`src/rtl/pcdp_pkg.sv`:
```
// ----------------------------------------------------------------------------
// pcdp_pkg
// Shared constants and helpers for the prefixed csv decimal parser.
// ----------------------------------------------------------------------------
`default_nettype none

package pcdp_pkg;

   localparam int DEFAULT_MAX_RECORD = 30;
   localparam int DEFAULT_MAX_FIELDS = 10;

   localparam int BYTE_W  = 8;
   localparam int ACC_W   = 48;
   localparam int FRAC_W  = 5;
   localparam int INDEX_W = 4;
   localparam int PROG_W  = 2;

   // tdata layout of a result transfer
   localparam int RSP_DATA_W = 64;

   localparam logic [FRAC_W-1:0] FRAC_LIMIT = 5'd30;

   localparam logic [BYTE_W-1:0] CHAR_END   = 8'h3B;
   localparam logic [BYTE_W-1:0] CHAR_SEP   = 8'h2C;
   localparam logic [BYTE_W-1:0] CHAR_POINT = 8'h2E;
   localparam logic [BYTE_W-1:0] CHAR_ZERO  = 8'h30;
   localparam logic [BYTE_W-1:0] CHAR_SPACE = 8'h20;

   localparam logic [PROG_W-1:0] TAG_LAST = 2'd3;

   // characters of the "GPS:" prefix
   function automatic logic [BYTE_W-1:0] tag_char(input logic [PROG_W-1:0] idx);
      logic [BYTE_W-1:0] ch;
      case (idx)
         2'd0:    ch = 8'h47;
         2'd1:    ch = 8'h50;
         2'd2:    ch = 8'h53;
         2'd3:    ch = 8'h3A;
         default: ch = 8'h47;
      endcase
      return ch;
   endfunction

endpackage

`default_nettype wire

```
`src/rtl/pcdp_mac.sv`:
```
// ----------------------------------------------------------------------------
// pcdp_mac
// Decimal multiply-add: acc * 10 + (code - '0'), saturated to 48 bits.
// ----------------------------------------------------------------------------
`default_nettype none

module pcdp_mac (
   input  wire logic signed [pcdp_pkg::ACC_W-1:0]  acc_i,
   input  wire logic        [pcdp_pkg::BYTE_W-1:0] code_i,
   output      logic signed [pcdp_pkg::ACC_W-1:0]  acc_o,
   output      logic                               sat_o
);
   import pcdp_pkg::*;

   localparam int SUM_W = ACC_W + 5;

   localparam logic signed [SUM_W-1:0] SUM_MAX =
      SUM_W'({1'b0, {(ACC_W-1){1'b1}}});
   localparam logic signed [SUM_W-1:0] SUM_MIN =
      -SUM_MAX - SUM_W'(1);

   logic signed [SUM_W-1:0] acc_ext;
   logic signed [SUM_W-1:0] digit;
   logic signed [SUM_W-1:0] sum;

   always_comb begin
      acc_ext = SUM_W'(acc_i);
      digit   = $signed(SUM_W'(code_i)) - $signed(SUM_W'(CHAR_ZERO));
      // times ten as two shifted adds
      sum     = (acc_ext <<< 3) + (acc_ext <<< 1) + digit;
      sat_o   = 1'b0;
      if (sum > SUM_MAX) begin
         acc_o = ACC_W'(SUM_MAX);
         sat_o = 1'b1;
      end else if (sum < SUM_MIN) begin
         acc_o = ACC_W'(SUM_MIN);
         sat_o = 1'b1;
      end else begin
         acc_o = sum[ACC_W-1:0];
      end
   end

endmodule

`default_nettype wire

```
`src/rtl/prefixed_csv_decimal_parser.sv`:
```
// ----------------------------------------------------------------------------
// prefixed_csv_decimal_parser
// Hunts for "GPS:", then splits the record into comma fields and converts
// each field to a decimal mantissa and a count of fraction digits.
// ----------------------------------------------------------------------------
// Usage:
//   req_* carries one received character per transfer. rsp_* carries one
//   transfer per closed field: index, mantissa and fraction digits in tdata,
//   the record-closing flag in tlast, the saturation flag in tuser.
//   Characters outside a record, and characters that do not close a field,
//   give no rsp transfer; fields past MAX_FIELDS are dropped.
//   A character is taken into an input register, processed from there and
//   its result lands in the output register, which drives rsp_tvalid.
//   One character per cycle is sustained while the receiver keeps rsp_tready
//   high; the limit is the combinational decimal multiply-add loop on the
//   field accumulator.
//   When the receiver stalls, the result holds in the output register and
//   one more character waits in the input register before req_tready drops.
//   Synchronous reset empties both registers, leaves the block hunting for
//   the prefix and clears all field state.
// ----------------------------------------------------------------------------
`default_nettype none

module prefixed_csv_decimal_parser #(
   parameter int MAX_RECORD = pcdp_pkg::DEFAULT_MAX_RECORD,
   parameter int MAX_FIELDS = pcdp_pkg::DEFAULT_MAX_FIELDS
) (
   input  wire logic                                 clock,
   input  wire logic                                 reset,
   input  wire logic                                 req_tvalid,
   output      logic                                 req_tready,
   input  wire logic [pcdp_pkg::BYTE_W-1:0]          req_tdata,  // rx_byte
   output      logic                                 rsp_tvalid,
   input  wire logic                                 rsp_tready,
   // [3:0] field_index, [51:4] mantissa, [56:52] fraction_digits, [63:57] zero
   output      logic [pcdp_pkg::RSP_DATA_W-1:0]      rsp_tdata,
   output      logic                                 rsp_tlast,  // record_end
   output      logic                                 rsp_tuser   // saturated
);
   import pcdp_pkg::*;

   localparam int REC_LEN_W   = $clog2(MAX_RECORD + 1);
   localparam int FIELD_NUM_W = $clog2(MAX_FIELDS + 1);
   localparam logic [REC_LEN_W-1:0]   REC_LIMIT   = REC_LEN_W'(MAX_RECORD);
   localparam logic [FIELD_NUM_W-1:0] FIELD_LIMIT = FIELD_NUM_W'(MAX_FIELDS);
   localparam int PAD_W = RSP_DATA_W - INDEX_W - ACC_W - FRAC_W;

   // input register
   logic                    in_valid_ff, in_valid_in;
   logic [BYTE_W-1:0]       in_byte_ff;

   // parser state
   logic [PROG_W-1:0]       prog_ff, prog_in;
   logic                    in_rec_ff, in_rec_in;
   logic [REC_LEN_W-1:0]    rec_len_ff, rec_len_in;
   logic [FIELD_NUM_W-1:0]  field_num_ff, field_num_in;
   logic signed [ACC_W-1:0] acc_ff, acc_in;
   logic [FRAC_W-1:0]       frac_ff, frac_in;
   logic                    point_ff, point_in;
   logic                    skip_ff, skip_in;
   logic                    ovf_ff, ovf_in;

   // output register
   logic                    rsp_valid_ff, rsp_valid_in;
   logic [INDEX_W-1:0]      rsp_index_ff;
   logic signed [ACC_W-1:0] rsp_acc_ff;
   logic [FRAC_W-1:0]       rsp_frac_ff;
   logic                    rsp_last_ff;
   logic                    rsp_sat_ff;

   logic                    advance;
   logic                    emit;
   logic                    emit_last;
   logic                    use_absorbed;
   logic [REC_LEN_W-1:0]    len_next;
   logic                    full;

   // absorbed field values
   logic signed [ACC_W-1:0] mac_acc;
   logic                    mac_sat;
   logic signed [ACC_W-1:0] ab_acc;
   logic [FRAC_W-1:0]       ab_frac;
   logic                    ab_point;
   logic                    ab_skip;
   logic                    ab_ovf;

   logic [BYTE_W-1:0]       c;

   assign c          = in_byte_ff;
   assign advance    = in_valid_ff && (!rsp_valid_ff || rsp_tready);
   assign req_tready = !in_valid_ff || advance;

   pcdp_mac u_mac (
      .acc_i  (acc_ff),
      .code_i (c),
      .acc_o  (mac_acc),
      .sat_o  (mac_sat)
   );

   // effect of one character on the current field
   always_comb begin
      ab_acc   = acc_ff;
      ab_frac  = frac_ff;
      ab_point = point_ff;
      ab_skip  = skip_ff;
      ab_ovf   = ovf_ff;
      if (!(skip_ff && c == CHAR_SPACE)) begin
         ab_skip = 1'b0;
         if (c == CHAR_POINT) begin
            ab_point = 1'b1;
            ab_frac  = '0;
         end else begin
            if (point_ff && frac_ff < FRAC_LIMIT) begin
               ab_frac = frac_ff + FRAC_W'(1);
            end
            ab_acc = mac_acc;
            ab_ovf = ovf_ff | mac_sat;
         end
      end
   end

   // next parser state
   always_comb begin
      prog_in      = prog_ff;
      in_rec_in    = in_rec_ff;
      rec_len_in   = rec_len_ff;
      field_num_in = field_num_ff;
      acc_in       = acc_ff;
      frac_in      = frac_ff;
      point_in     = point_ff;
      skip_in      = skip_ff;
      ovf_in       = ovf_ff;
      emit         = 1'b0;
      emit_last    = 1'b0;
      use_absorbed = 1'b0;
      len_next     = rec_len_ff + REC_LEN_W'(1);
      full         = len_next >= REC_LIMIT;

      if (advance) begin
         if (!in_rec_ff) begin
            if (c == tag_char(prog_ff)) begin
               if (prog_ff == TAG_LAST) begin
                  in_rec_in = 1'b1;
                  prog_in   = '0;
               end else begin
                  prog_in = prog_ff + PROG_W'(1);
               end
            end else if (c == tag_char('0)) begin
               prog_in = PROG_W'(1);
            end else begin
               prog_in = '0;
            end
         end else if (c == CHAR_END) begin
            emit      = 1'b1;
            emit_last = 1'b1;
            in_rec_in = 1'b0;
         end else begin
            rec_len_in = len_next;
            if (c == CHAR_SEP) begin
               emit      = 1'b1;
               emit_last = full;
               if (full) begin
                  in_rec_in = 1'b0;
               end else begin
                  if (field_num_ff < FIELD_LIMIT) begin
                     field_num_in = field_num_ff + FIELD_NUM_W'(1);
                  end
                  acc_in   = '0;
                  frac_in  = '0;
                  point_in = 1'b0;
                  skip_in  = 1'b1;
                  ovf_in   = 1'b0;
               end
            end else begin
               acc_in   = ab_acc;
               frac_in  = ab_frac;
               point_in = ab_point;
               skip_in  = ab_skip;
               ovf_in   = ab_ovf;
               if (full) begin
                  emit         = 1'b1;
                  emit_last    = 1'b1;
                  use_absorbed = 1'b1;
                  in_rec_in    = 1'b0;
               end
            end
         end

         // record closed or prefix just matched: start clean
         if (in_rec_ff != in_rec_in) begin
            prog_in      = '0;
            rec_len_in   = '0;
            field_num_in = '0;
            acc_in       = '0;
            frac_in      = '0;
            point_in     = 1'b0;
            skip_in      = 1'b1;
            ovf_in       = 1'b0;
         end
      end
   end

   always_comb begin
      in_valid_in = in_valid_ff;
      if (req_tvalid && req_tready) begin
         in_valid_in = 1'b1;
      end else if (advance) begin
         in_valid_in = 1'b0;
      end
      rsp_valid_in = rsp_valid_ff;
      if (advance) begin
         rsp_valid_in = emit && (field_num_ff < FIELD_LIMIT);
      end else if (rsp_tready) begin
         rsp_valid_in = 1'b0;
      end
   end

   always_ff @(posedge clock) begin
      if (reset) begin
         in_valid_ff  <= 1'b0;
         rsp_valid_ff <= 1'b0;
         prog_ff      <= '0;
         in_rec_ff    <= 1'b0;
         rec_len_ff   <= '0;
         field_num_ff <= '0;
         acc_ff       <= '0;
         frac_ff      <= '0;
         point_ff     <= 1'b0;
         skip_ff      <= 1'b1;
         ovf_ff       <= 1'b0;
      end else begin
         in_valid_ff  <= in_valid_in;
         rsp_valid_ff <= rsp_valid_in;
         prog_ff      <= prog_in;
         in_rec_ff    <= in_rec_in;
         rec_len_ff   <= rec_len_in;
         field_num_ff <= field_num_in;
         acc_ff       <= acc_in;
         frac_ff      <= frac_in;
         point_ff     <= point_in;
         skip_ff      <= skip_in;
         ovf_ff       <= ovf_in;
      end
   end

   // payload registers
   always_ff @(posedge clock) begin
      if (req_tvalid && req_tready) begin
         in_byte_ff <= req_tdata;
      end
      if (advance) begin
         rsp_index_ff <= INDEX_W'(field_num_ff);
         rsp_acc_ff   <= use_absorbed ? ab_acc  : acc_ff;
         rsp_frac_ff  <= use_absorbed ? ab_frac : frac_ff;
         rsp_sat_ff   <= use_absorbed ? ab_ovf  : ovf_ff;
         rsp_last_ff  <= emit_last;
      end
   end

   assign rsp_tvalid = rsp_valid_ff;
   assign rsp_tdata  = {{PAD_W{1'b0}}, rsp_frac_ff, rsp_acc_ff, rsp_index_ff};
   assign rsp_tlast  = rsp_last_ff;
   assign rsp_tuser  = rsp_sat_ff;

endmodule

`default_nettype wire

```
`config.mk`:
```
export PLATFORM = sky130hd
export DESIGN_NAME = prefixed_csv_decimal_parser
export DESIGN_NICKNAME = d
export VERILOG_FILES = /design/src/rtl/pcdp_pkg.sv /design/src/rtl/pcdp_mac.sv /design/src/rtl/prefixed_csv_decimal_parser.sv
export SDC_FILE = /design/constraint.sdc
export NUM_CORES = 1
export LEC_CHECK = 0
export BUFFER_PORTS_ARGS = -buffer_cell sky130_fd_sc_hd__clkbuf_2
export CORE_MARGIN = 1
export CORE_UTILIZATION = 27
export DETAILED_ROUTE_END_ITERATION = 6
export GPL_TIMING_DRIVEN = 1
export PLACE_DENSITY = 0.49
export SYNTH_ARGS = -nofsm -noshare
export SYNTH_HDL_FRONTEND = slang
export SYNTH_SLANG_ARGS = --single-unit
```
`constraint.sdc`:
```
create_clock -name clock -period 9.57 [get_ports clock]
set_input_delay 1.914 -clock clock [delete_from_list [all_inputs] [get_ports clock]]
set_output_delay 1.914 -clock clock [all_outputs]
set_load 0.05 [all_outputs]
```
==> results of run 1 <==
==> layer usage <==
metal / global-route usage / wire [um] / vias up
met5: 0 / 0 / -
met4: 0.0362 / 387 / 0
met3: 0.0225 / 1200 / 21
met2: 0.261 / 15300 / 220
met1: 0.227 / 16400 / 4757
li1: - / - / 5028
==> layout make-up <==
cell class | count | share of cell area
multi-input cells | 1108 | 0.587
well taps | 532 | 0.0526
clock buffers | 20 | 0.0361
inverters | 29 | 0.00861
repair buffers | 82 | 0.0344
flip-flops and latches | 137 | 0.270
clock inverters | 12 | 0.0118
==> layout by cell type (no fill, tap or decap), types with 7 or more instances in the layout <==
| cell | count |
|---|---|
| a21oi_1 | 159 |
| nand2_1 | 149 |
| nor2_1 | 140 |
| ha_1 | 110 |
| clkbuf_2 | 72 |
| dfxtp_1 | 70 |
| edfxtp_1 | 67 |
| o21ai_0 | 66 |
| xnor2_1 | 65 |
| a21o_1 | 47 |
| xor2_1 | 32 |
| a221o_1 | 31 |
| inv_1 | 28 |
| nand3_1 | 25 |
| nor3_1 | 23 |
| nand4_1 | 22 |
| clkbuf_16 | 17 |
| nor2b_1 | 16 |
| o21a_1 | 15 |
| o21bai_1 | 15 |
| a221o_2 | 15 |
| and3_1 | 13 |
| o211ai_1 | 13 |
| nand2b_1 | 12 |
| a31oi_1 | 11 |
| buf_4 | 10 |
| a211oi_1 | 8 |
| o31ai_1 | 7 |
| conb_1 | 7 |
==> state kept, by name (all words and copies together), names as in the netlist <==
signal and cells:
rsp_tlast 1, in_valid_ff 1, rsp_tuser 1, ovf_ff 1
field_num_ff 4, acc_ff 48, skip_ff 1, rsp_tvalid 1
point_ff 1, prog_ff 2, frac_ff 5, rsp_acc_ff 48
c 8, rec_len_ff 5, in_rec_ff 1, rsp_frac_ff 5
rsp_index_ff 4
==> logic make-up after synthesis <==
kind of cell,count (synthesis),synth area share
compound gates,449,0.270
simple gates,438,0.180
flops,137,0.304
fa+ha+maj,112,0.126
xor+xnor,97,0.0757
buf+inv,86,0.0391
mux,5,0.00468
other cells,1,0.000334
==> critical path, cell delays in order (launching register included) <==
cell	delay (ns)
dfxtp_1	0.44
inv_1	0.12
fa_1	0.48
nor2b_1	0.17
o31a_1	0.19
o21bai_1	0.13
a31oi_1	0.24
o21ai_0	0.24
o31ai_1	0.95
a311oi_1	0.28
o21ai_0	0.49
a311o_1	0.27
a21oi_1	0.08
xnor2_1	0.19
ha_1	0.33
a21o_1	0.22
or3_1	0.34
o31ai_2	0.34
mux2i_1	0.12
a41oi_1	0.19
nand3_1	0.22
o41a_2	0.62
nor2_4	0.92
a21oi_1	0.19
==> power by group through the flow <==
| stage | combinational, W | clock [W] | sequential [W] |
|---|---|---|---|
| floorplan | 0.000109 | 0 | 0.000666 |
| global placement | 0.000175 | 0 | 0.000646 |
| detailed placement | 0.000175 | 0 | 0.000646 |
| CTS | 0.000176 | 0.000700 | 0.000633 |
| global route | 0.000190 | 0.000730 | 0.000634 |
| finish | 0.000174 | 0.000687 | 0.000633 |
==> metrics by stage <==
step	utilization	hold WS [ns]
2_1_floorplan	-	0.425
3_3_place_gp	0.294	0.444
3_5_place_dp	0.294	0.452
4_1_cts	0.309	0.461
5_1_grt	0.309	0.486
6_report	0.309	0.458
==> final timing paths <==
path                                   end  slack [ns]  cells after the start
setup / recovery  rsp_acc_ff[10]$_DFFE_PP_        1.47                     23
hold / removal         ovf_ff$_SDFFE_PP0P_        0.46                      2
setup reg to reg  rsp_acc_ff[10]$_DFFE_PP_        1.47                     23
hold reg to reg        ovf_ff$_SDFFE_PP0P_        0.46                      2
==> results.py, run 1 <==
metrics = {
    "routing": {
        "num_vias": 10000,
        "wl_per_cell_um": 17.3,
        "dr.pass1.iters": 6,
        "finalWirelength_um": 33300,
        "viasPerCell": 5.22,
        "ant_nets": 0,
        "drt_first_iter_violations": 575,
        "drc_errors": 0,
    },
    "die": {
        "design.die.area_mm2": 0.0424,
        "rows": 74,
        "die_w_um": 206,
        "core_mm2": 0.0409,
        "design.portCount": 80,
        "die-height_um": 206,
        "initial_utilization": 0.274,
    },
    "final_layout": {
        "finalInstanceArea_mm2": 0.0126,
        "instances_no_fill": 1920,
        "drive_above_1_share": 0.120,
        "syn_to_final_growth_pct": 12.7,
        "multiInputGateArea_mm2": 0.00742,
        "seq_area_mm2": 0.00341,
        "n_antenna_cell": 0,
        "nets": 1499,
        "fillCellCount": 4400,
    },
    "timing": {
        "slew_headroom": 0.220,
        "worstMarginPinSlew_ns": 1.16,
        "post-route-min-period_ns": 8.10,
        "fin_ws_ns": 1.47,
        "period_share": 0.847,
        "tns_ns": 0,
        "rsz0062_at_grt": "no",
        "max_freq_mhz": 123,
        "fin_skew_ns": 0.00950,
        "finalSetupViolCount": 0,
        "hold_viol": 0,
        "maxSlewViolCount": 0,
    },
    "pwr": {
        "power_density_mw_per_mm2": 118,
        "irDropWorstVdd_uv": 108,
        "pwr-share-seq": 0.424,
        "leakagePower_nw": 5.44,
        "p_sw_frac": 0.269,
        "switchingPower_w": 0.000402,
        "power_w": 0.00149,
        "combPwrFrac": 0.116,
        "clkPwrFrac": 0.460,
        "p_int_w": 0.00109,
    },
    "setup_path": {
        "cp.required_ns": 9.69,
        "cp-start-kind": "flip-flop",
        "timing.rr.start": "acc_ff[1]$_SDFFE_PP0P_",
        "cp-end-kind": "flip-flop",
        "startpoint": "acc_ff[1]$_SDFFE_PP0P_",
        "criticalPathCategory": "reg2reg",
        "critPathArrivalTime_ns": 8.22,
        "critPathMaxFanout": 41,
    },
    "yosys": {
        "ys_top_cells_by_count": "a21oi_1 (160), nand2_1 (149), nor2_1 (141), ha_1 (110), dfxtp_1 (70)",
        "ys_types": 83,
        "synth_edf_count": 67,
        "ys_ff_latch": 137,
        "synth_flop_cell": "dfxtp_1",
        "async_flop_share": 0,
        "synth_warnings": 0,
        "synth.avg_cell_area_um2": 8.47,
        "syn_area_mm2": 0.0112,
        "synthDominantCellAreaShare": 0.179,
        "synth_cells": 1325,
        "ys_seq_area_frac": 0.304,
        "yosysMostFrequentCell": "a21oi_1",
        "synth_area_leaders": "edfxtp_1 (18%), dfxtp_1 (12%), ha_1 (12%)",
        "yosysTopAreaCell": "edfxtp_1",
    },
    "job": {
        "drv_cap": 0,
    },
    "cts": {
        "cts_resized": 0,
        "clock_sinks": 137,
        "clk_latency_ns": 0.43,
        "cts-root-buf": "clkbuf_16",
        "cts.path.max_buffers": 2,
        "h-tree-depth": 4,
        "cts-hold-fix-buffers": 0,
        "tritoncts": "done",
        "cts.clk_slew.worst_paths_ns": 0.06,
        "cts_setup_buffers": 0,
        "numCtsBuffers": 17,
    },
    "place": {
        "portBuffers": 72,
        "place_area_mm2": 0.0120,
        "dpl_worst_slack_ns": 1.55,
        "dpl.hpwl_um": 24900,
        "gp_congestion": 0.887,
        "dp.cells": 1888,
    },
    "global_routing": {
        "grt_pass1_vias": 9730,
        "grt_first_pass_wirelength_um": 53800,
        "grt_overflow": 0,
        "antenna_found_initial": 0,
        "track_usage": 0.162,
        "grt_max_degree": 64,
    },
    "hold_path": {
        "hold_start": "ovf_ff$_SDFFE_PP0P_",
        "min_path_type": "reg2reg",
    },
    "status": {
        "outcome": "finished, final reports clean",
    },
}
Power figures use the tool's default switching activity.
==> run 2, diff against run 1 <==
==> constraint.sdc (replaced) <==
create_clock -name clock -period 7.5 [get_ports clock]
set_input_delay 1.5 -clock clock [delete_from_list [all_inputs] [get_ports clock]]
set_output_delay 1.5 -clock clock [all_outputs]
set_load 0.05 [all_outputs]
==> results.py, run 2 (same netlist as run 1, synthesis figures left out) <==
metrics = {
    "timing": {
        "period_share": 0.936,
        "post-route-min-period_ns": 7.02,
        "tns_ns": 0,
        "fin_skew_ns": 0.0176,
        "hold_viol": 0,
        "finalSetupViolCount": 0,
        "rsz0062_at_grt": "no",
        "max_freq_mhz": 142,
        "slew_headroom": 0.377,
        "maxSlewViolCount": 0,
        "worstMarginPinSlew_ns": 0.934,
    },
    "cts": {
        "numCtsBuffers": 17,
        "cts.path.max_buffers": 2,
        "h-tree-depth": 4,
        "clk_latency_ns": 0.45,
        "cts.clk_slew.worst_paths_ns": 0.07,
        "cts-hold-fix-buffers": 0,
        "cts-root-buf": "clkbuf_16",
        "cts_resized": 0,
        "tritoncts": "done",
        "cts_setup_buffers": 0,
        "clock_sinks": 137,
    },
    "final_layout": {
        "layout_common_cells": "a21oi_1 (159), nand2_1 (149), nor2_1 (140)",
        "final_common_cell": "a21oi_1",
        "fin_util": 0.311,
        "syn_to_final_growth_pct": 13.2,
        "nets": 1504,
        "n_antenna_cell": 0,
        "drive_above_1_share": 0.123,
    },
    "setup_path": {
        "critPathMaxFanout": 26,
        "critPathTopFamily": "compound AO/OA/AOI/OAI gates",
        "critPathSlowestCell": "o41a_2",
        "path_buf_inv": 3,
        "cp-end-kind": "flip-flop",
        "critPathArrivalTime_ns": 7.21,
        "criticalPathCategory": "reg2reg",
        "cp.required_ns": 7.69,
        "max_stage_delay_ns": 0.54,
        "cp-start-kind": "flip-flop",
    },
    "die": {
        "initial_utilization": 0.274,
        "die_w_um": 206,
        "design.die.area_mm2": 0.0424,
        "core_mm2": 0.0409,
        "design.portCount": 80,
        "rows": 74,
        "die-height_um": 206,
    },
    "global_routing": {
        "track_usage": 0.164,
        "grt_pass1_vias": 9709,
        "antenna_found_initial": 0,
        "grt_first_pass_wirelength_um": 54000,
        "grt_overflow": 0,
        "grt_max_degree": 63,
    },
    "routing": {
        "wl_per_cell_um": 17.7,
        "drt_first_iter_violations": 736,
        "finalWirelength_um": 34000,
        "ant_nets": 0,
        "viasPerCell": 5.25,
        "dr.pass1.iters": 5,
        "drc_errors": 0,
        "num_vias": 10100,
    },
    "place": {
        "portBuffers": 72,
        "gp_congestion": 0.877,
        "dpl.hpwl_um": 25300,
    },
    "pwr": {
        "leakagePower_nw": 5.48,
        "irDropWorstVdd_uv": 138,
        "power_density_mw_per_mm2": 150,
    },
    "status": {
        "outcome": "finished, final reports clean",
    },
    "job": {
        "drv_cap": 0,
    },
    "hold_path": {
        "min_path_type": "reg2reg",
    },
}
[run 2: cell types whose count changed in the layout (fill, tap and decap cells not counted), moves of 2 or more]
cell and change:
clkinvlp_4 -3, clkinv_2 -3, inv_6 +3, clkbuf_8 -2
clkbuf_16 +3, inv_8 +2, clkinv_4 +2, buf_12 +2
inv_4 +2, bufinv_16 -3, buf_4 +3
[run 2: tightest hold or removal path: stages, from the launching register on]
cell,delay [ns]
dfxtp_1,0.30
inv_1,0.06
a21oi_1,0.06
[run 2: stage by stage]
step | hold WS [ns] | setup slack [ns] | cell area, um^2 | power, W | std cells
5_1_grt | 0.482 | 0.0897 | 12700 | 0.00198 | 1925
6_report | 0.461 | 0.480 | 12700 | 0.00190 | 1925
3_3_place_gp | 0.443 | 0.616 | 12100 | 0.00105 | 1893
2_1_floorplan | 0.425 | 0.692 | 11200 | 0.000989 | 1331
3_5_place_dp | 0.452 | 0.551 | 12100 | 0.00105 | 1893
4_1_cts | 0.462 | 0.503 | 12700 | 0.00193 | 1925
[run 2: routing by layer]
metal / part of all wire / vias to the layer above / track usage
met3: 0.049 / 28 / 0.0281
li1: - / 5039 / -
met2: 0.45 / 223 / 0.262
met1: 0.48 / 4819 / 0.225
met5: 0 / - / 0
met4: 0.018 / 0 / 0.0504
[run 2: path summary, 6_finish.rpt]
check / from / to / slack, ns / depth (start not counted)
setup / recovery: acc_ff[0]$_SDFFE_PP0P_ / rsp_acc_ff[16]$_DFFE_PP_ / 0.48 / 26
hold / removal: ovf_ff$_SDFFE_PP0P_ / ovf_ff$_SDFFE_PP0P_ / 0.46 / 2
setup reg to reg: acc_ff[0]$_SDFFE_PP0P_ / rsp_acc_ff[16]$_DFFE_PP_ / 0.48 / 26
hold reg to reg: ovf_ff$_SDFFE_PP0P_ / ovf_ff$_SDFFE_PP0P_ / 0.46 / 2
[run 2: where the power goes]
part	internal [W]	leakage [nW]	switching, W
combinational	0.0000607	3.96	0.000164
clock	0.000493	0.299	0.000378
sequential	0.000796	1.23	0.0000117
total	0.00135	5.48	0.000554
[run 2: cell type report]
cell class                 instances  area (um^2)
clock buffer                      21          504
clock inverter                    11         96.3
fill                            4374        28200
inverter                          29          109
multi-input combinational       1108         7420
sequential                       137         3410
tap                              532          666
timing repair buffer              87          498
==> run 3, diff against run 2 <==
--- a/config.mk
+++ b/config.mk
@@ -5,12 +5,13 @@
 export SDC_FILE = /design/constraint.sdc
 export NUM_CORES = 1
 export LEC_CHECK = 0
-export BUFFER_PORTS_ARGS = -buffer_cell sky130_fd_sc_hd__clkbuf_2
+export CAP_MARGIN = 20
 export CORE_MARGIN = 1
 export CORE_UTILIZATION = 27
 export DETAILED_ROUTE_END_ITERATION = 6
+export DONT_BUFFER_PORTS = 1
 export GPL_TIMING_DRIVEN = 1
-export PLACE_DENSITY = 0.49
+export PLACE_DENSITY = 0.47
 export SYNTH_ARGS = -nofsm -noshare
 export SYNTH_HDL_FRONTEND = slang
 export SYNTH_SLANG_ARGS = --single-unit
==> constraint.sdc (replaced) <==
create_clock -name clock -period 7.45 [get_ports clock]
set_input_delay 1.49 -clock clock [delete_from_list [all_inputs] [get_ports clock]]
set_output_delay 1.49 -clock clock [all_outputs]
set_load 0.05 [all_outputs]
==> results.py, run 3 (same netlist as run 1, synthesis figures left out) <==
metrics = {
    "status": {
        "outcome": "finished, final reports clean",
    },
    "timing": {
        "post-route-min-period_ns": 6.87,
        "slew_headroom": 0.321,
        "finalSetupViolCount": 0,
        "worstMarginPinSlew_ns": 1.01,
        "period_share": 0.923,
        "holdWs_ns": 0.454,
        "rsz0062_at_grt": "no",
        "fin_skew_ns": 0.0150,
        "maxSlewViolCount": 0,
        "max_freq_mhz": 145,
        "fin_ws_ns": 0.577,
        "tns_ns": 0,
        "hold_viol": 0,
    },
    "global_routing": {
        "grt_overflow": 0,
        "grt_max_degree": 63,
        "grt_first_pass_wirelength_um": 53800,
        "grt_pass1_vias": 9660,
        "track_usage": 0.162,
        "antenna_found_initial": 0,
    },
    "final_layout": {
        "fin_util": 0.302,
        "syn_to_final_growth_pct": 10.0,
        "final_common_cell": "a21oi_1",
        "nets": 1437,
        "multiInputGateArea_mm2": 0.00743,
        "n_antenna_cell": 0,
        "drive_above_1_share": 0.0792,
        "fillCellCount": 4368,
        "finalInstanceArea_mm2": 0.0123,
        "layout_common_cells": "a21oi_1 (159), nand2_1 (149), nor2_1 (140)",
        "seq_area_mm2": 0.00341,
    },
    "cts": {
        "cts.path.max_buffers": 2,
        "cts.clk_slew.worst_paths_ns": 0.06,
        "cts-root-buf": "clkbuf_16",
        "tritoncts": "done",
        "h-tree-depth": 4,
        "clock_sinks": 137,
        "clk_latency_ns": 0.44,
        "cts-hold-fix-buffers": 0,
        "numCtsBuffers": 17,
    },
    "setup_path": {
        "criticalPathCategory": "reg2reg",
        "critPathArrivalTime_ns": 7.19,
        "cp.required_ns": 7.77,
        "cp-start-kind": "flip-flop",
        "cp-end-kind": "flip-flop",
        "critPathMostFrequentCell": "buf_4",
        "max_stage_delay_ns": 0.44,
        "critPathSlowestCell": "o21ai_0",
        "critPathMaxFanout": 42,
    },
    "routing": {
        "finalWirelength_um": 33300,
        "wl_per_cell_um": 17.9,
        "drt_first_iter_violations": 684,
        "num_vias": 9754,
        "ant_nets": 0,
        "dr.pass1.iters": 5,
        "drc_errors": 0,
        "viasPerCell": 5.25,
    },
    "place": {
        "dpl_worst_slack_ns": 0.552,
        "portBuffers": 0,
        "gp_congestion": 0.880,
        "place_area_mm2": 0.0118,
        "dpl.hpwl_um": 24900,
    },
    "die": {
        "initial_utilization": 0.274,
        "die-height_um": 206,
        "design.die.area_mm2": 0.0424,
        "die_w_um": 206,
        "design.portCount": 80,
        "core_mm2": 0.0409,
        "rows": 74,
    },
    "hold_path": {
        "min_path_type": "reg2reg",
    },
    "pwr": {
        "leakagePower_nw": 5.18,
        "power_density_mw_per_mm2": 148,
        "irDropWorstVdd_uv": 132,
    },
    "job": {
        "drv_cap": 0,
    },
}
run 3: cell types whose count changed in the layout (fill, tap and decap cells not counted), sizes merged:
cell      delta
clkinvlp     +2
buf          +5
clkbuf      -76
inv          -3
clkinv       +5
run 3: final cells by class:
type | instances | area share
repair buffers | 20 | 0.0152
well taps | 532 | 0.0539
multi-input cells | 1108 | 0.602
clock buffers | 17 | 0.0344
flip-flops and latches | 137 | 0.276
inverters | 29 | 0.00881
clock inverters | 15 | 0.00963
run 3: timing repair:
action                                  4_1_cts  5_1_grt
resized for setup                             0        1
buffers inserted                              0        2
endpoints found under the setup margin        0       29
endpoints found under the hold margin         0        0
run 3: final timing paths:
path                           from                       to  slack [ns]  cells after the start
max reg2reg  acc_ff[2]$_SDFFE_PP0P_  acc_ff[19]$_SDFFE_PP0P_        0.58                     28
min reg2reg     ovf_ff$_SDFFE_PP0P_      ovf_ff$_SDFFE_PP0P_        0.45                      2
min             ovf_ff$_SDFFE_PP0P_      ovf_ff$_SDFFE_PP0P_        0.45                      2
max          acc_ff[2]$_SDFFE_PP0P_  acc_ff[19]$_SDFFE_PP0P_        0.58                     28
run 3: stage by stage:
| step | power [W] | cells |
|---|---|---|
| 4_1_cts | 0.00186 | 1856 |
| 6_report | 0.00183 | 1858 |
| 3_3_place_gp | 0.00104 | 1824 |
| 5_1_grt | 0.00191 | 1858 |
| 3_5_place_dp | 0.00104 | 1824 |
| 2_1_floorplan | 0.000996 | 1331 |
run 3: power breakdown:
part | switching (W) | internal [W]
registers | 0.0000447 | 0.000802
clock network | 0.000377 | 0.000431
logic | 0.000125 | 0.0000537
total | 0.000546 | 0.00129
run 3: critical path, delay by kind of cell, from the launching register on:
kind,cells,cell delay [ns]
and+or+nand+nor,5,1.02
xor gates and xnor gates,1,0.13
DFF,1,0.40
adders and majority gates,3,0.98
buffers and inverters,4,0.73
AOI/OAI and AO/OA,14,3.32
muxes,1,0.13
run 3: routing by layer:
layer	vias up	GRT usage	wire length, um
met1	4616	0.221	16500
li1	4908	-	-
met4	0	0.0402	563
met3	39	0.0314	1360
met2	191	0.262	15000
met5	-	0	0
